## src/rtl/tmcw_pkg.sv

```systemverilog
// shared constants, types and helpers of the text mode console writer
`timescale 1ns / 1ps

package tmcw_pkg;

   // grid geometry
   localparam int COLUMNS = 80;
   localparam int ROWS    = 25;
   localparam int CELLS   = COLUMNS * ROWS;
   localparam int SHIFT_N = COLUMNS * (ROWS - 1);

   // internal and field widths
   localparam int ADDR_W = $clog2(CELLS);
   localparam int COL_W  = $clog2(COLUMNS);
   localparam int ROW_W  = $clog2(ROWS);
   localparam int COL_FW = 7;
   localparam int ROW_FW = 5;
   localparam int CODE_W = 8;
   localparam int ATTR_W = 8;
   localparam int CELL_W = 16;

   // control characters
   localparam logic [CODE_W-1:0] CODE_NEWLINE   = 8'd10;
   localparam logic [CODE_W-1:0] CODE_RETURN    = 8'd13;
   localparam logic [CODE_W-1:0] CODE_TAB       = 8'd9;
   localparam logic [CODE_W-1:0] CODE_BACKSPACE = 8'd8;
   localparam logic [CODE_W-1:0] CODE_SPACE     = 8'd32;
   localparam int                TAB_STEP       = 4;

   localparam logic [ATTR_W-1:0] ATTR_RESET = 8'h07;

   typedef enum logic [1:0] {
      OP_PUT   = 2'd0,
      OP_SET   = 2'd1,
      OP_CLEAR = 2'd2,
      OP_READ  = 2'd3
   } op_type;

   typedef enum logic [2:0] {
      CK_NEWLINE,
      CK_RETURN,
      CK_TAB,
      CK_BACKSPACE,
      CK_PRINT
   } char_kind_type;

   // one classified request
   typedef struct packed {
      op_type              op;
      char_kind_type       kind;
      logic [CODE_W-1:0]   code;
      logic [COL_W-1:0]    col;
      logic [ROW_W-1:0]    row;
   } cmd_type;

   // linear cell address of a grid position
   function automatic logic [ADDR_W-1:0] cell_addr(input logic [COL_W-1:0] col,
                                                   input logic [ROW_W-1:0] row);
      cell_addr = ADDR_W'(row) * ADDR_W'(COLUMNS) + ADDR_W'(col);
   endfunction

endpackage

```

## src/rtl/tmcw_front.sv

```systemverilog
// request intake: handshake, control character decode and target clamping
`timescale 1ns / 1ps

module tmcw_front (
   input  logic                 req_valid,
   output logic                 req_ready,
   input  logic [1:0]           req_operation,
   input  logic [7:0]           req_char_code,
   input  logic [6:0]           req_target_column,
   input  logic [4:0]           req_target_row,
   input  logic                 q_full,
   input  logic                 init_busy,
   output logic                 q_push,
   output tmcw_pkg::cmd_type    q_cmd
);
   import tmcw_pkg::*;

   // take a request while the queue has room and the startup clear is done
   assign req_ready = !q_full && !init_busy;
   assign q_push    = req_valid && req_ready;

   // classify the request
   always_comb begin
      q_cmd.op   = op_type'(req_operation);
      q_cmd.code = req_char_code;
      case (req_char_code)
         CODE_NEWLINE:   q_cmd.kind = CK_NEWLINE;
         CODE_RETURN:    q_cmd.kind = CK_RETURN;
         CODE_TAB:       q_cmd.kind = CK_TAB;
         CODE_BACKSPACE: q_cmd.kind = CK_BACKSPACE;
         default:        q_cmd.kind = CK_PRINT;
      endcase
      if (int'(req_target_column) >= COLUMNS) begin
         q_cmd.col = COL_W'(COLUMNS - 1);
      end else begin
         q_cmd.col = COL_W'(req_target_column);
      end
      if (int'(req_target_row) >= ROWS) begin
         q_cmd.row = ROW_W'(ROWS - 1);
      end else begin
         q_cmd.row = ROW_W'(req_target_row);
      end
   end

endmodule

```

## config.mk

```make
export PLATFORM = sky130hd
export DESIGN_NAME = tmcw_front
export DESIGN_NICKNAME = d
export VERILOG_FILES = /design/src/rtl/tmcw_pkg.sv /design/src/rtl/tmcw_front.sv
export SDC_FILE = /design/constraint.sdc
export NUM_CORES = 1
export LEC_CHECK = 0
export BUFFER_PORTS_ARGS = -buffer_cell sky130_fd_sc_hd__buf_2
export CAP_MARGIN = 20
export CORE_AREA = 10 10 47 49
export DETAILED_ROUTE_END_ITERATION = 16
export DIE_AREA = 0 0 57 59
export PLACE_DENSITY = 0.66
export SYNTH_ARGS = -nofsm -noshare
export SYNTH_HDL_FRONTEND = slang
export SYNTH_SLANG_ARGS = --single-unit
```

## constraint.sdc

```tcl
create_clock -name vclk -period 0.9
set_clock_uncertainty 0.2 [all_clocks]
set_input_delay 0.045 -clock vclk [all_inputs]
set_output_delay 0.045 -clock vclk [all_outputs]
set_load 0.02 [all_outputs]
```

# Word-level counts from Yosys, hierarchy flattened
# Index checks and enable logic that the tools add are counted.
[totals]
ff_bits = 0
inputBits = 25
out_inout_bits = 27
word_cells = 13
[op_classes]
magnitude_cmp = 2
muxes = 3
n_reduce_logical = 4
eq_ne = 4
[op_table]
columns = ["op", "count"]
rows = [
  ["$eq A8 B4 Y1 const B", 4],
  ["$pmux W3 S4", 1],
  ["$ge A7 B7 Y1 const B", 1],
  ["$mux W7", 1],
  ["$ge A5 B5 Y1 const B", 1],
  ["$mux W5", 1],
  ["$logic_and A1 B1 Y1", 2],
  ["$logic_not A1 Y1", 2],
]

# Depth between registers and ports, before layout
# Gate-level depths: netlist (run 1).
[logic_depth]
word_depth = 3
depth_mapped = 2
mapped_depth_nobuf = 2

# Least setup slack after synthesis (run 1)
# No wires, ideal clock.
[synth_timing]
path_type = "input port to output port"
start = "input port req_char_code[7]"
end = "output port q_cmd[21] in the netlist's numbering"
n_path_buf = 0
required_ns = 0.655
slack_ns = -0.560
path_stages = 2
t_arrival_ns = 1.215
path_cell_list = "or4b_4 > nor4_1"
[synth_rtl]
columns = ["element", "line", "source"]
rows = [
  ["from (decl)", "tmcw_front.sv:8", "input logic [7:0] req_char_code,"],
  ["to (decl)", "tmcw_front.sv:14", "output tmcw_pkg::cmd_type q_cmd"],
]

==> results of run 1 <==
power by group through the flow:
stage | Combinational (W) | Clock (W) | Sequential [W]
3_3_place_gp | 0.000258 | 0 | 0
4_1_cts | 0.000291 | 0 | 0
2_1_floorplan | 0.000159 | 0 | 0
6_report | 0.000306 | 0 | 0
5_1_grt | 0.000328 | 0 | 0
3_5_place_dp | 0.000262 | 0 | 0
path summary, 6_finish.rpt:
path              start        end  slack [ns]  cells after the start
min   req_target_row[4]   q_cmd[4]        0.12                      2
max    req_char_code[1]  q_cmd[20]       -0.37                      4
logic make-up (layout without fill, tap and decap cells):
family          count (synthesis)  after routing  share of synthesized area, %
simple gates                   17             17                         51.37
xor+xnor                        1              1                         3.868
mux                             1              1                         4.420
compound gates                  1              1                         2.208
buf+inv                        13             55                         38.12
through the flow:
step	hold slack [ns]	area [um2]	util, %	setup TNS (ns)	total power [W]
4_1_cts	0.1279	523.0	37.32	-0.8994	0.0002907
5_1_grt	0.1347	559.3	39.91	-0.9010	0.0003280
2_1_floorplan	-0.07296	252.7	-	-0.5399	0.0001591
3_5_place_dp	-0.1098	464.2	33.13	-0.9970	0.0002620
6_report	0.1249	559.3	39.91	-0.7563	0.0003059
3_3_place_gp	-0.1098	464.2	33.13	-0.9745	0.0002577
cell type report:
class | count | share of cell area [%]
multi-input cells | 20 | 33.33
well taps | 16 | 3.579
repair buffers | 55 | 63.09
worst max-delay path, stage by stage:
cell	delay (ns)
buf_6	0.09
or4b_4	0.57
nor4_4	0.14
buf_4	0.18
metal layers:
metal	global-route usage (%)	share of wire [%]	up-vias
li1	-	-	184
met1	5.728	36	159
met2	11.47	48	36
met3	4.077	16	0
met4	0	0	0
met5	0	0	-
synthesized netlist by cell type, drive strengths merged, types with 2 or more instances:
master / n / area share [%]
clkbuf: 3 / 5.0
buf: 10 / 33
and2: 4 / 11
nand2b: 4 / 11
nor4: 2 / 8.3
nor2b: 2 / 5.5
timing repair:
item,in CTS,in global routing
endpoints found under the setup margin,5,7
hold buffers,2,0
resized for setup,11,8
pin swaps,4,3
hold endpoints to repair,2,0
==> results.py, run 1 <==
metrics = {
    "outcome": {
        "status": "complete, but fails checks",
        "failed_checks": "setup timing",
    },
    "placement": {
        "hpwl_um": 1128,
        "gp_congestion": 0.7858,
        "io_buffers": 48,
        "dp_cells": 89,
        "place_ws_ns": -0.4839,
    },
    "die": {
        "rows": 14,
        "dieArea_um2": 3363,
        "chipHeight_um": 59,
        "io-pin-count": 52,
        "start_util_pct": 16.16,
        "core-area_um2": 1401,
        "die_w_um": 57,
    },
    "power_and_ir_drop": {
        "power_frac_seq_pct": 0,
        "ir_worst_vdd_v": 0.0001651,
        "p_switching_w": 0.0001638,
        "p_comb_share_pct": 100.0,
        "swShare_pct": 53.54,
        "power.density_nw_per_um2": 546.9,
        "power.internal_w": 0.0001421,
        "power_leakage_nw": 0.3247,
        "p_clk_share_pct": 0,
    },
    "route": {
        "vias": 379,
        "drtIter0Drc": 2,
        "route.detailed.drc": 0,
        "routed_via_density": 4.165,
        "first_pass_iters": 2,
        "ant_nets": 0,
        "wl_per_cell_um": 13.91,
        "totalWireLength_um": 1266,
    },
    "timing": {
        "fin_crit_sh_pct": 140.9,
        "tightest_slew_ns": 0.2308,
        "maxSlewHeadroom_pct": 84.56,
        "setup_viol_count_final": 3,
        "max_freq_mhz": 788.8,
        "finalMaxSlewViolations": 0,
        "finalCriticalPeriod_ns": 1.268,
        "fin_ws_ns": -0.3678,
        "hold_violations": 0,
        "grt_setup_unrepaired": "yes",
    },
    "synth": {
        "yosysSeqAreaShare_pct": 0,
        "netlist_area_um2": 226.5,
        "synth_fp_nets": 58,
        "yosys_warnings": 0,
        "avgSynthCellArea_um2": 6.863,
        "synthDistinctLibCells": 15,
        "synth_cells": 33,
    },
    "critical_path": {
        "worst-path-max-fanout": 2,
        "critPathKind": "in -> out",
        "worst_setup_path_start_kind": "primary input",
        "cp-end-kind": "output port",
        "arrival_ns": 1.02,
        "cp.required_ns": 0.65,
    },
    "final_layout": {
        "layout.cells.non_filler": 91,
        "drive_gt1_share_pct": 80.00,
        "final_nets": 102,
        "fillCellCount": 142,
        "flops_and_latches": 0,
        "clock_buffers": 0,
        "seq_area_um2": 0,
        "final_common_cell": "buf_2",
        "area_delta_synth_final_pct": 147.0,
        "multi_input_area_um2": 186.4,
        "final_cell_mix": "buf_2 (40), buf_6 (8), buf_4 (5), and2_1 (4)",
        "num_antenna_cells": 0,
    },
    "grt": {
        "grt_max_degree": 5,
        "grt_usage_pct": 6.104,
        "antenna_found_initial": 0,
        "grt_pass1_wl_um": 1842,
        "grt_pass1_vias": 442,
        "grt-ovfl-total": 0,
    },
    "flow_run": {
        "maxCapViolCount": 0,
    },
    "clock_network": {
        "post-cts-setup-buffers": 0,
    },
    "min_path": {
        "hold_class": "in -> out",
    },
}
Note: power is estimated with default switching activity, not from simulation.
==> run 2, diff against run 1 <==
CELL_PAD_IN_SITES_DETAIL_PLACEMENT = 1   (was unset)
CELL_PAD_IN_SITES_GLOBAL_PLACEMENT = 1   (was unset)
CORE_AREA = 10 10 57 59   (was 10 10 47 49)
DIE_AREA = 0 0 67 69   (was 0 0 57 59)
PLACE_DENSITY = unset   (was 0.66)
PLACE_DENSITY_LB_ADDON = 0.1   (was unset)
==> run 2 against run 1 <==
The flow still finishes with violations (setup timing). Worst setup slack got worse by 0.022 ns. Via count up 0.26%. Final cell count up 13%. Wire length increased by 18%. Fmax down 1.7%. Largest power group unchanged. Highest routed layer unchanged. Largest cell class unchanged. Critical path depth unchanged.
==> results.py, run 2 (synthesis results as in run 1) <==
metrics = {
    "route": {
        "first_pass_iters": 2,
        "totalWireLength_um": 1500,
        "ant_nets": 0,
        "routed_via_density": 3.689,
        "route.detailed.drc": 0,
        "drtIter0Drc": 4,
        "wl_per_cell_um": 14.56,
        "vias": 380,
    },
    "grt": {
        "antenna_found_initial": 0,
        "grt-ovfl-total": 0,
        "grt_usage_pct": 6.197,
        "grt_pass1_vias": 453,
        "grt_pass1_wl_um": 2394,
        "grt_max_degree": 5,
    },
    "timing": {
        "tightest_slew_ns": 0.2564,
        "fin_crit_sh_pct": 143.3,
        "setup_viol_count_final": 3,
        "fin_ws_ns": -0.3896,
        "finalMaxSlewViolations": 0,
        "max_freq_mhz": 775.4,
        "finalCriticalPeriod_ns": 1.290,
        "grt_setup_unrepaired": "yes",
        "maxSlewHeadroom_pct": 82.85,
        "hold_violations": 0,
    },
    "min_path": {
        "hold_path_depth": 2,
        "hold_class": "in -> out",
        "hold_start": "req_target_row[3]",
        "min_to": "q_cmd[3]",
    },
    "final_layout": {
        "final_nets": 102,
        "drive_gt1_share_pct": 78.67,
        "final_cell_mix": "buf_2 (41), buf_6 (6), buf_4 (6), nand2b_1 (4), and2_1 (4)",
        "clock_buffers": 0,
        "fillCellCount": 271,
        "area_delta_synth_final_pct": 147.0,
        "seq_area_um2": 0,
        "layout.cells.non_filler": 103,
        "final_common_cell": "buf_2",
        "num_antenna_cells": 0,
        "flops_and_latches": 0,
    },
    "critical_path": {
        "arrival_ns": 1.04,
        "path_delay_family": "simple AND/OR/NAND/NOR gates",
        "cp_slowest_cell": "or4b_4",
        "critPathKind": "in -> out",
        "cp-end-kind": "output port",
        "cp.required_ns": 0.65,
        "worst_path_largest_cell_delay_ns": 0.57,
        "path_buf_inv": 2,
        "worst_setup_path_start_kind": "primary input",
        "worst-path-max-fanout": 2,
        "worstPathCellList": "buf_6, or4b_4, nor4_4, buf_4",
    },
    "power_and_ir_drop": {
        "power.density_nw_per_um2": 533.9,
        "power_leakage_nw": 0.3122,
        "finalPower_w": 0.0002986,
        "ir_worst_vdd_v": 0.0001758,
    },
    "placement": {
        "dp_cells": 101,
        "gp_congestion": 0.6822,
        "hpwl_um": 1459,
        "io_buffers": 48,
    },
    "die": {
        "core-area_um2": 2148,
        "dieArea_um2": 4623,
        "rows": 17,
        "io-pin-count": 52,
        "die_w_um": 67,
        "chipHeight_um": 69,
        "start_util_pct": 10.54,
    },
    "flow_run": {
        "maxCapViolCount": 0,
    },
    "outcome": {
        "failed_checks": "setup timing",
        "status": "complete, but fails checks",
    },
}
## run 2: final cells by class
type / count / area, um2 / area share (%)
Timing Repair Buffer: 55 / 342.8 / 61.30
Tap cell: 28 / 35.03 / 6.264
Multi-Input combinational cell: 20 / 181.4 / 32.44
## run 2: metal layers
metal	vias to the layer above	share of wire, %	wire, um	global-route usage [%]
li1	185	-	-	-
met3	0	9.7	146	1.771
met4	0	0	0	0
met5	-	0	0	0
met1	172	28	418	4.766
met2	23	62	935	14.12
## run 2: how the worst max path moves through the flow
stage                           startpoint         to  depth (start not counted)
after floorplan           req_char_code[7]  q_cmd[20]                          2
after global placement    req_char_code[7]  q_cmd[20]                          4
after detailed placement  req_char_code[7]  q_cmd[20]                          4
after CTS                 req_char_code[1]  q_cmd[21]                          4
after global routing      req_char_code[1]  q_cmd[21]                          4
final                     req_char_code[1]  q_cmd[21]                          4
## run 2: power by group
group	switching [W]	leakage [nW]	internal, W
registers	0	0	0
clock network	0	0	0
logic	0.000166	0.312	0.000133
## run 2: stage by stage
stage,worst slack [ns],TNS [ns],hold WS (ns),utilization (%),area (um2)
6_report,-0.3896,-0.8059,0.1319,26.03,559.3
2_1_floorplan,-0.3084,-0.5399,-0.07296,-,252.7
3_5_place_dp,-0.4824,-1.147,-0.1093,22.31,479.2
5_1_grt,-0.4431,-0.9215,0.1549,26.03,559.3
3_3_place_gp,-0.4755,-1.000,-0.1093,22.31,479.2
4_1_cts,-0.4049,-0.9625,0.1358,25.04,538.0
## run 2: timing repair
action / CTS / global route
pin swaps: 4 / 1
hold endpoints to repair: 2 / 0
hold buffers: 2 / 0
setup buffers: 0 / 0
setup endpoints to repair: 7 / 9
resized for setup: 10 / 6
