===== config.mk =====
export PLATFORM = sky130hd
export DESIGN_NAME = tmcw_queue
export DESIGN_NICKNAME = d
export VERILOG_FILES = /design/src/rtl/tmcw_pkg.sv /design/src/rtl/tmcw_queue.sv
export SDC_FILE = /design/constraint.sdc
export NUM_CORES = 1
export LEC_CHECK = 0
export BUFFER_PORTS_ARGS = -buffer_cell sky130_fd_sc_hd__buf_2
export CAP_MARGIN = 25
export CORE_ASPECT_RATIO = 1.1
export CORE_MARGIN = 8
export CORE_UTILIZATION = 50
export CTS_BUF_LIST = sky130_fd_sc_hd__clkbuf_8
export DETAILED_ROUTE_END_ITERATION = 10
export PLACE_DENSITY = 0.87
export SETUP_SLACK_MARGIN = 0.05
export SLEW_MARGIN = 20
export SYNTH_ARGS = -nofsm -noshare
export SYNTH_HDL_FRONTEND = slang
export SYNTH_SLANG_ARGS = --single-unit

===== constraint.sdc =====
create_clock -name clock -period 2.15 [get_ports clock]
set_input_delay 0.43 -clock clock [delete_from_list [all_inputs] [get_ports clock]]
set_output_delay 0.43 -clock clock [all_outputs]
set_load 0.1 [all_outputs]

===== src/rtl/tmcw_pkg.sv =====
// shared constants, types and helpers of the text mode console writer
`timescale 1ns / 1ps

package tmcw_pkg;

   // grid geometry
   localparam int COLUMNS = 80;
   localparam int ROWS    = 25;
   localparam int CELLS   = COLUMNS * ROWS;
   localparam int SHIFT_N = COLUMNS * (ROWS - 1);

   // internal and field widths
   localparam int ADDR_W = $clog2(CELLS);
   localparam int COL_W  = $clog2(COLUMNS);
   localparam int ROW_W  = $clog2(ROWS);
   localparam int COL_FW = 7;
   localparam int ROW_FW = 5;
   localparam int CODE_W = 8;
   localparam int ATTR_W = 8;
   localparam int CELL_W = 16;

   // control characters
   localparam logic [CODE_W-1:0] CODE_NEWLINE   = 8'd10;
   localparam logic [CODE_W-1:0] CODE_RETURN    = 8'd13;
   localparam logic [CODE_W-1:0] CODE_TAB       = 8'd9;
   localparam logic [CODE_W-1:0] CODE_BACKSPACE = 8'd8;
   localparam logic [CODE_W-1:0] CODE_SPACE     = 8'd32;
   localparam int                TAB_STEP       = 4;

   localparam logic [ATTR_W-1:0] ATTR_RESET = 8'h07;

   typedef enum logic [1:0] {
      OP_PUT   = 2'd0,
      OP_SET   = 2'd1,
      OP_CLEAR = 2'd2,
      OP_READ  = 2'd3
   } op_type;

   typedef enum logic [2:0] {
      CK_NEWLINE,
      CK_RETURN,
      CK_TAB,
      CK_BACKSPACE,
      CK_PRINT
   } char_kind_type;

   // one classified request
   typedef struct packed {
      op_type              op;
      char_kind_type       kind;
      logic [CODE_W-1:0]   code;
      logic [COL_W-1:0]    col;
      logic [ROW_W-1:0]    row;
   } cmd_type;

   // linear cell address of a grid position
   function automatic logic [ADDR_W-1:0] cell_addr(input logic [COL_W-1:0] col,
                                                   input logic [ROW_W-1:0] row);
      cell_addr = ADDR_W'(row) * ADDR_W'(COLUMNS) + ADDR_W'(col);
   endfunction

endpackage


===== src/rtl/tmcw_queue.sv =====
// two-entry queue of classified requests between front and back
`timescale 1ns / 1ps

module tmcw_queue (
   input  logic                 clock,
   input  logic                 reset,
   input  logic                 push,
   input  tmcw_pkg::cmd_type    push_data,
   output logic                 full,
   input  logic                 pop,
   output logic                 not_empty,
   output tmcw_pkg::cmd_type    pop_data
);
   import tmcw_pkg::*;

   cmd_type     slot_ff [2];
   logic        wr_ptr_ff, wr_ptr_in;
   logic        rd_ptr_ff, rd_ptr_in;
   logic [1:0]  count_ff, count_in;

   assign full      = (count_ff == 2'd2);
   assign not_empty = (count_ff != 2'd0);
   assign pop_data  = slot_ff[rd_ptr_ff];

   // pointer and count update
   always_comb begin
      wr_ptr_in = push ? !wr_ptr_ff : wr_ptr_ff;
      rd_ptr_in = pop ? !rd_ptr_ff : rd_ptr_ff;
      count_in  = count_ff;
      if (push && !pop) begin
         count_in = count_ff + 2'd1;
      end else if (pop && !push) begin
         count_in = count_ff - 2'd1;
      end
   end

   always_ff @(posedge clock) begin
      if (reset) begin
         wr_ptr_ff <= 1'b0;
         rd_ptr_ff <= 1'b0;
         count_ff  <= 2'd0;
      end else begin
         wr_ptr_ff <= wr_ptr_in;
         rd_ptr_ff <= rd_ptr_in;
         count_ff  <= count_in;
      end
   end

   // entry storage
   always_ff @(posedge clock) begin
      if (push) begin
         slot_ff[wr_ptr_ff] <= push_data;
      end
   end

endmodule


# Yosys cells after proc, flatten, opt, wreduce, memory -nomap -nowiden
# Memory sizes are Yosys's and may differ from the RTL's. A register that Yosys moved wholly into a read port is not among the register bits.
# Cells that the tools add are included.
# Widths: inputs -> output; s select.
# word_totals
regBits	4
ramBits	50
input_bits	29
wordCells	21
n_memories	1
# op_classes
n_addsub	2
n_eq_ne	1
mux	6
n_reduce_logical	8
# mem_list
memory	depth	word_bits	rd	rd_ports_with_merged_regs	wr	line_no	source
slot_ff	2	25	1	1	1	tmcw_queue.sv:16	cmd_type slot_ff [2];
# op_table
cell	count
$logic_not 1->1	4
$mux 1	4
$mux 2	2
$reduce_bool 2->1	2
$add 2x1->2 const B	1
$eq 2x2->1 const B	1
$logic_and 1x1->1	2
$sub 2x1->2 const B	1

# Depth between registers and ports, before layout
# Gate-level depths: netlist of run 1.
# logic_depth
ltp_word	4
mapped_depth	5
mapped_depth_nobuf	5

# Worst setup path after synthesis of run 1
# No wires, ideal clock.
# synth_path
path_type	input to register
start	in push
end	mem slot_ff[0][0] in the netlist's numbering (enable)
arrival_ns	1.579
path_slack_ns	0.162
cell_stages	1
n_path_buf	0
path_cell_list	nor2b_1
# synth_between
elab_chain_len	2
# synth_rtl
element	line_no	source
from (decl)	tmcw_queue.sv:7	input logic push,
$mux 1	tmcw_queue.sv:51	if (push) begin
$mux 1 (implied by the code)	tmcw_queue.sv:52	slot_ff[wr_ptr_ff] <= push_data;
to (decl)	tmcw_queue.sv:16	
# Every way passes these cells.

==> impl_metrics.py, run 1 <==
metrics = {
    "timing": {
        "finalSetupTns_ns": 0,
        "fin_crit_ns": 1.85,
        "rsz0062_at_grt": "no",
        "fmax_mhz": 541,
        "relSlewSlack_pct": 67.7,
        "finalCritPeriodShare_pct": 85.9,
        "finClkSkew_ns": 0.00582,
        "drv_slew": 0,
        "hold_viol": 0,
        "worstMarginPinSlew_ns": 0.488,
        "setup_viol_count_final": 0,
    },
    "detailed_routing": {
        "dr.first_iter.drc_count": 47,
        "post_drt_wl_per_cell_um": 17.2,
        "drc_errors": 0,
        "vias": 1042,
        "dr.pass1.iters": 4,
        "drtAntennaViolNets": 0,
        "routed_wl_mm": 3.74,
        "viasPerCell": 4.80,
    },
    "yosys": {
        "yosys-top-cells-area": "edfxtp_1 (75%), mux2_2 (14%), dfxtp_1 (5.0%)",
        "seq_area_frac_synth_pct": 79.6,
        "synthCells": 100,
        "synth_area_um2": 2010,
        "synth-edff-count": 50,
        "synthTopCellsByCount": "edfxtp_1 (50), mux2_2 (25), dfxtp_1 (5), nor2_1 (4)",
        "synth_fp_nets": 130,
        "yosysTopAreaCell": "edfxtp_1",
        "synth_most_common_cell": "edfxtp_1",
        "synth_seq_cells": 55,
        "synth_ff_type": "edfxtp_1",
        "async_reset_ff_share_pct": 0,
        "synth_top_area_share_pct": 74.6,
        "synth.distinct_cells": 17,
        "synth_warnings": 0,
        "avgSynthCellArea_um2": 20.1,
    },
    "worst_setup_path": {
        "ff2ff_setup_slack_ns": 1.07,
        "crit_arrival_ns": 1.42,
        "cp-end-kind": "output port",
        "cp_max_fo": 25,
        "required_ns": 1.72,
        "critical_path_class": "reg2out",
        "cp-start-kind": "register",
    },
    "finish": {
        "final_nets": 194,
        "area_delta_synth_final_pct": 42.5,
        "finish.utilization_pct": 73.5,
        "drive_gt1_share_pct": 57.6,
        "final_cells": 217,
        "n_antenna_cell": 0,
    },
    "floorplan": {
        "rows": 24,
        "io_pins": 56,
        "dieHeight_um": 82.6,
        "die_width_um": 76.5,
        "dieArea_um2": 6320,
        "initial_core_util_pct": 51.6,
        "core-area_um2": 3900,
    },
    "cts": {
        "cts_hold_buf": 0,
        "clock_latency_ns": 0.30,
        "cts_resized": 0,
        "cts.path.max_buffers": 2,
        "cts_tree": "built",
        "post-cts-setup-buffers": 0,
        "cts_buffers": 5,
        "cts_sinks": 55,
        "clockRootBuffer": "clkbuf_8",
        "cts.htree.levels": 2,
        "clk_pin_slew_ns": 0.09,
    },
    "global_routing": {
        "grt_pass1_vias": 1181,
        "gr-total-overflow": 0,
        "grtUsageTotal_pct": 12.5,
        "antenna_found_initial": 0,
        "grt_pass1_wl_mm": 5.98,
        "grt_max_degree": 26,
    },
    "run": {
        "maxCapViolCount": 0,
    },
    "place": {
        "place_congestion": 0.659,
        "portBuffers": 55,
        "dp_hpwl_mm": 2.84,
        "dpl.cell_count": 209,
    },
    "pwr": {
        "ir_drop_v": 0.000542,
        "p_leak_nw": 1.10,
        "p_total_mw": 2.79,
        "powerDensity_nw_per_um2": 972,
    },
    "hold_path": {
        "hold_class": "in2reg",
    },
    "outcome": {
        "status": "complete, no violations",
    },
}
per-stage QoR:
stage / setup WS, ns / hold slack, ns / instance area [µm²]
floorplan: 0.162 / 0.456 / 2010
global placement: 0.646 / 0.470 / 2760
detailed placement: 0.630 / 0.500 / 2760
CTS: 0.287 / 0.305 / 2870
global route: 0.257 / 0.297 / 2870
finish: 0.302 / 0.311 / 2870
sequential cells by signal (all words and copies together), names as in the netlist, named ones only:
| signal | cells |
|---|---|
| slot_ff | 50 |
| count_ff | 2 |
| rd_ptr_ff | 1 |
| wr_ptr_ff | 1 |
kinds of logic (layout without fill, tap and decap cells):
logic type                 count (synthesis)  after routing  share of synthesized area [%]
AOI/OAI and AO/OA                          2              2                          0.497
xor gates and xnor gates                   4              4                           1.74
adders and majority gates                  1              1                          0.621
buffers and inverters                      4             69                           1.18
DFF                                       55             55                           79.6
muxes                                     25             25                           14.0
and+or+nand+nor                            9              9                           2.42
final timing paths:
path | startpoint | to | depth (start not counted)
worst max-delay path | register | pop_data[3] | 3
worst min-delay path | push_data[18] | slot_ff[0][18] | 1
worst max register to register | wr_ptr_ff | slot_ff[1][24] | 2
worst min register to register | count_ff[1] | count_ff[1] | 2
where the power goes:
part | total (mW) | leakage, nW | switching [mW] | internal [mW]
logic | 0.879 | 0.534 | 0.576 | 0.303
clock network | 0.644 | 0.0556 | 0.303 | 0.341
registers | 1.26 | 0.511 | 0.0230 | 1.24
worst max-delay path, cell delays in order, from the launching register on:
cell     delay (ns)
dfxtp_1        0.36
buf_12         0.19
mux2_2         0.39
buf_12         0.17
layer usage:
| metal | part of all wire [%] | track usage, % | vias to the layer above |
|---|---|---|---|
| met1 | 41 | 13.8 | 498 |
| met2 | 52 | 21.9 | 36 |
| met4 | 1.1 | 5.19 | 0 |
| li1 | - | - | 503 |
| met3 | 5.4 | 4.22 | 5 |
| met5 | 0 | 0 | - |
cells in the final DEF, fill, tap and decap left out, types with 2 or more instances in the layout:
master	netlist	routed
edfxtp_1	50	50
buf_2	1	30
buf_12	0	26
mux2_2	25	25
dfxtp_1	5	5
clkbuf_8	0	5
nor2_1	4	4
buf_4	2	4
xor2_1	2	2
xnor2_1	2	2
final cells by class:
| cell class | instances | area [µm²] |
|---|---|---|
| clock buffers | 5 | 68.8 |
| clock inverters | 3 | 38.8 |
| fillers | 246 | 1030 |
| inverters | 1 | 3.75 |
| multi-input cells | 41 | 390 |
| flip-flops and latches | 55 | 1600 |
| well taps | 52 | 65.1 |
| repair buffers | 60 | 701 |
(Power assumes the default switching activity.)
==> run 2, diff against run 1 <==
--- a/config.mk
+++ b/config.mk
@@ -7,12 +7,11 @@
 export LEC_CHECK = 0
 export BUFFER_PORTS_ARGS = -buffer_cell sky130_fd_sc_hd__buf_2
 export CAP_MARGIN = 25
-export CORE_ASPECT_RATIO = 1.1
 export CORE_MARGIN = 8
-export CORE_UTILIZATION = 50
+export CORE_UTILIZATION = 38
 export CTS_BUF_LIST = sky130_fd_sc_hd__clkbuf_8
 export DETAILED_ROUTE_END_ITERATION = 10
-export PLACE_DENSITY = 0.87
+export PLACE_DENSITY = 0.71
 export SETUP_SLACK_MARGIN = 0.05
 export SLEW_MARGIN = 20
 export SYNTH_ARGS = -nofsm -noshare
==> run 2 against run 1 <==
Effect of this change:
- clock skew is 0.0033 ns higher
- sequential share of layout area is 0.097 points higher
- critical path depth unchanged
- setup slack worse by 0.0012 ns
- first-iteration DRC count up 43%
- via count rose by 5.5%
- global-route usage fell by 1.8 points
- worst hold slack gained 0.0062 ns
- register-to-register slack better by 0.02 ns
- critical endpoint is now pop_data[9]
==> impl_metrics.py, run 2 (synthesis results as in run 1) <==
metrics = {
    "detailed_routing": {
        "post_drt_wl_per_cell_um": 16.8,
        "dr.pass1.iters": 4,
        "drc_errors": 0,
        "dr.first_iter.drc_count": 67,
        "vias": 1099,
        "routed_wl_mm": 3.98,
        "drtAntennaViolNets": 0,
        "viasPerCell": 4.66,
    },
    "timing": {
        "fin_crit_ns": 1.85,
        "worstMarginPinSlew_ns": 0.490,
        "finClkSkew_ns": 0.00908,
        "hold_viol": 0,
        "layout_setup_ws_ns": 0.301,
        "rsz0062_at_grt": "no",
        "fmax_mhz": 541,
        "finalCritPeriodShare_pct": 86.0,
        "setup_viol_count_final": 0,
        "finalSetupTns_ns": 0,
        "whs_ns": 0.317,
        "relSlewSlack_pct": 67.6,
        "drv_slew": 0,
    },
    "worst_setup_path": {
        "cp-end-kind": "output port",
        "cp-start-kind": "register",
        "ff2ff_setup_slack_ns": 1.09,
        "crit_arrival_ns": 1.42,
        "required_ns": 1.72,
        "critical_path_class": "reg2out",
        "cp_max_fo": 13,
    },
    "place": {
        "place_congestion": 0.707,
        "dp_hpwl_mm": 3.01,
        "place_ws_ns": 0.607,
        "portBuffers": 55,
    },
    "pwr": {
        "p_leak_nw": 1.09,
        "p_total_mw": 2.67,
        "powerDensity_nw_per_um2": 934,
        "ir_drop_v": 0.000400,
    },
    "finish": {
        "top_register": "slot_ff",
        "final_nets": 195,
        "mostFrequentLayoutCell": "edfxtp_1",
        "area_delta_synth_final_pct": 42.3,
        "n_antenna_cell": 0,
        "largest_register_ffs": 50,
        "most-common-layout-cells": "edfxtp_1 (50), buf_2 (30), mux2_2 (25), buf_12 (25), buf_4 (6)",
        "drive_gt1_share_pct": 57.2,
        "finish.utilization_pct": 56.1,
        "largestRegisters": "slot_ff (50), count_ff (2)",
    },
    "global_routing": {
        "grtUsageTotal_pct": 10.7,
        "antenna_found_initial": 0,
        "grt_pass1_vias": 1224,
        "grt_busiest_layer": "met2",
        "grt_max_degree": 17,
        "gr-total-overflow": 0,
        "use_met3_pct": 4.27,
        "met2_usage_pct": 18.6,
        "grt_pass1_wl_mm": 6.11,
        "grtUsageMet1_pct": 10.9,
    },
    "cts": {
        "clock_latency_ns": 0.30,
        "cts.htree.levels": 2,
        "clockRootBuffer": "clkbuf_8",
        "cts_buffers": 5,
        "cts_sinks": 55,
        "cts_hold_buf": 0,
        "post-cts-setup-buffers": 0,
        "cts_tree": "built",
        "cts.path.max_buffers": 2,
        "clk_pin_slew_ns": 0.09,
        "cts_resized": 0,
    },
    "floorplan": {
        "dieHeight_um": 88.8,
        "dieArea_um2": 7880,
        "initial_core_util_pct": 39.4,
        "die_width_um": 88.8,
        "core-area_um2": 5110,
        "rows": 26,
        "io_pins": 56,
    },
    "run": {
        "maxCapViolCount": 0,
    },
    "hold_path": {
        "hold_class": "in2reg",
    },
    "outcome": {
        "status": "complete, no violations",
    },
}
## run 2: final timing paths
kind | start | end | depth (start not counted)
hold / removal | push_data[5] | slot_ff[1][5] | 1
setup reg to reg | count_ff[0] | count_ff[1] | 3
hold reg to reg | count_ff[1] | count_ff[1] | 2
setup / recovery | register | pop_data[9] | 3
## run 2: layout make-up
type	count	area (µm²)
clock inverter	3	16.3
clock buffer	5	68.8
fill	402	2240
multi-input combinational	41	390
inverter	1	3.75
sequential	55	1600
timing repair buffer	61	696
tap	70	87.6
## run 2: layer usage
layer	wire length, µm	part of all wire, %	up-vias
li1	-	-	509
met1	1500	38	546
met2	2090	53	38
met3	302	7.6	6
met4	74	1.9	0
met5	0	0	-
## run 2: per-stage QoR
stage,cell area (µm²),cells
floorplan,2010,100
global placement,2780,228
detailed placement,2780,228
CTS,2860,236
global route,2860,236
finish,2860,236
## run 2: critical path, stage by stage (launching register included)
cell,delay [ns]
dfxtp_1,0.34
buf_4,0.22
mux2_2,0.39
buf_12,0.17
## run 2: where the power goes
part	total [mW]	switching [mW]	internal, mW
logic	0.881	0.580	0.300
registers	1.26	0.0222	1.24
clock network	0.530	0.306	0.224
total	2.67	0.909	1.77
==> run 3, diff against run 2 <==
--- a/config.mk
+++ b/config.mk
@@ -11,6 +11,7 @@
 export CORE_UTILIZATION = 38
 export CTS_BUF_LIST = sky130_fd_sc_hd__clkbuf_8
 export DETAILED_ROUTE_END_ITERATION = 10
+export GPL_TIMING_DRIVEN = 0
 export PLACE_DENSITY = 0.71
 export SETUP_SLACK_MARGIN = 0.05
 export SLEW_MARGIN = 20
==> run 3 against run 2 <==
Effect of this change:
- wire length decreased by 7.3%
- largest power group unchanged
- count of clock-buffer cells in the layout unchanged
- combinational power is 20% lower
- core utilization fell by 5.9 points
- highest routed layer unchanged
- critical path depth is 1 higher
- maximum frequency decreased by 9.2%
==> impl_metrics.py, run 3 (synthesis results as in run 1) <==
metrics = {
    "finish": {
        "area_delta_synth_final_pct": 27.3,
        "final_nets": 193,
        "regArea_um2": 1600,
        "multi_input_area_um2": 395,
        "drive_gt1_share_pct": 57.9,
        "largest_register_ffs": 50,
        "n_antenna_cell": 0,
        "top_register": "slot_ff",
        "nFillCells": 441,
        "most-common-layout-cells": "edfxtp_1 (50), buf_2 (36), mux2_2 (25), buf_4 (22)",
        "largestRegisters": "slot_ff (50), count_ff (2)",
        "mostFrequentLayoutCell": "edfxtp_1",
    },
    "timing": {
        "relSlewSlack_pct": 49.8,
        "finalSetupTns_ns": 0,
        "rsz0062_at_grt": "yes",
        "fin_crit_ns": 2.04,
        "finalCritPeriodShare_pct": 94.7,
        "setup_viol_count_final": 0,
        "finClkSkew_ns": 0.00466,
        "worstMarginPinSlew_ns": 0.752,
        "drv_slew": 0,
        "layout_setup_ws_ns": 0.114,
        "hold_viol": 0,
        "fmax_mhz": 491,
    },
    "floorplan": {
        "dieArea_um2": 7880,
        "dieHeight_um": 88.8,
        "die_width_um": 88.8,
        "rows": 26,
        "initial_core_util_pct": 39.4,
        "core-area_um2": 5110,
        "io_pins": 56,
    },
    "cts": {
        "clockRootBuffer": "clkbuf_8",
        "cts.path.max_buffers": 2,
        "cts_buffers": 5,
        "clock_latency_ns": 0.30,
        "cts_sinks": 55,
        "clk_pin_slew_ns": 0.10,
        "cts_hold_buf": 0,
        "cts_tree": "built",
        "cts.htree.levels": 2,
    },
    "global_routing": {
        "grt_max_degree": 26,
        "use_met3_pct": 2.69,
        "grtUsageMet1_pct": 9.00,
        "met2_usage_pct": 17.3,
        "grt_busiest_layer": "met2",
        "antenna_found_initial": 0,
        "grt_pass1_vias": 1198,
        "grt_pass1_wl_mm": 5.51,
        "gr-total-overflow": 0,
        "grtUsageTotal_pct": 9.37,
    },
    "run": {
        "maxCapViolCount": 0,
    },
    "pwr": {
        "p_total_mw": 2.65,
        "ir_drop_v": 0.000414,
        "p_leak_nw": 0.977,
        "powerDensity_nw_per_um2": 1030,
    },
    "place": {
        "place_ws_ns": 0.359,
        "dp_hpwl_mm": 2.68,
        "portBuffers": 55,
        "place_congestion": 0.714,
    },
    "outcome": {
        "status": "complete, no violations",
    },
    "worst_setup_path": {
        "path_common_cell": "buf_4",
        "crit_buf_inv": 3,
        "cp_max_fo": 10,
        "path_cells": "buf_2, buf_4, mux2_2, buf_4",
        "regToRegStartpoint": "wr_ptr_ff",
        "cp_slowest_cell": "mux2_2",
        "required_ns": 1.72,
        "cp-end-kind": "output port",
        "cp-start-kind": "register",
        "critical_path_class": "reg2out",
        "cpPeakStageDelay_ns": 0.35,
        "path_delay_family": "buffers and inverters",
        "crit_arrival_ns": 1.61,
    },
    "detailed_routing": {
        "post_drt_wl_per_cell_um": 15.8,
        "dr.pass1.iters": 4,
        "dr.first_iter.drc_count": 50,
        "viasPerCell": 4.67,
        "drtAntennaViolNets": 0,
        "routed_wl_mm": 3.69,
        "vias": 1092,
        "drc_errors": 0,
    },
    "hold_path": {
        "min_from": "push_data[9]",
        "hold_class": "in2reg",
    },
}
==> run 3: per-layer routing <==
| layer | share of wire [%] | vias to the layer above | routed length, µm |
|---|---|---|---|
| li1 | - | 504 | - |
| met1 | 38 | 547 | 1410 |
| met2 | 52 | 36 | 1920 |
| met3 | 7.8 | 5 | 286 |
| met4 | 1.9 | 0 | 70 |
| met5 | 0 | - | 0 |
==> run 3: through the flow <==
step	instance area, µm²	cells	utilization [%]	hold slack [ns]
after floorplan	2010	100	-	0.456
after global placement	2380	225	46.5	0.471
after detailed placement	2400	226	47.0	0.500
after CTS	2560	234	50.2	0.300
after global routing	2560	234	50.2	0.300
final	2560	234	50.2	0.311
==> run 3: worst paths after layout <==
path,endpoint,slack [ns],cells past startpoint
worst max register to register,slot_ff[1][4],0.60,2
worst min-delay path,slot_ff[0][9],0.31,1
worst max-delay path,pop_data[1],0.11,4
worst min register to register,count_ff[1],0.51,2
==> run 3: where the power goes <==
group / internal [mW] / switching [mW]
logic: 0.160 / 0.548
clock network: 0.351 / 0.329
registers: 1.24 / 0.0212
==> run 3: worst register-to-register path, stage by stage, from the launching register on <==
cell,delay (ns)
dfxtp_1,0.42
and2_1,0.60
buf_8,0.24
==> run 3: cell type report <==
cell class	count	share of cell area, %
tap	70	3.42
clock inverter	3	1.81
timing repair buffer	56	13.3
buffer	3	0.781
inverter	1	0.146
sequential	55	62.5
multi-input combinational	41	15.4
clock buffer	5	2.68
==> run 3: timing repair <==
action,CTS,global route
resized for setup,20,0
endpoints found under the setup margin,20,3
buffers inserted,0,0
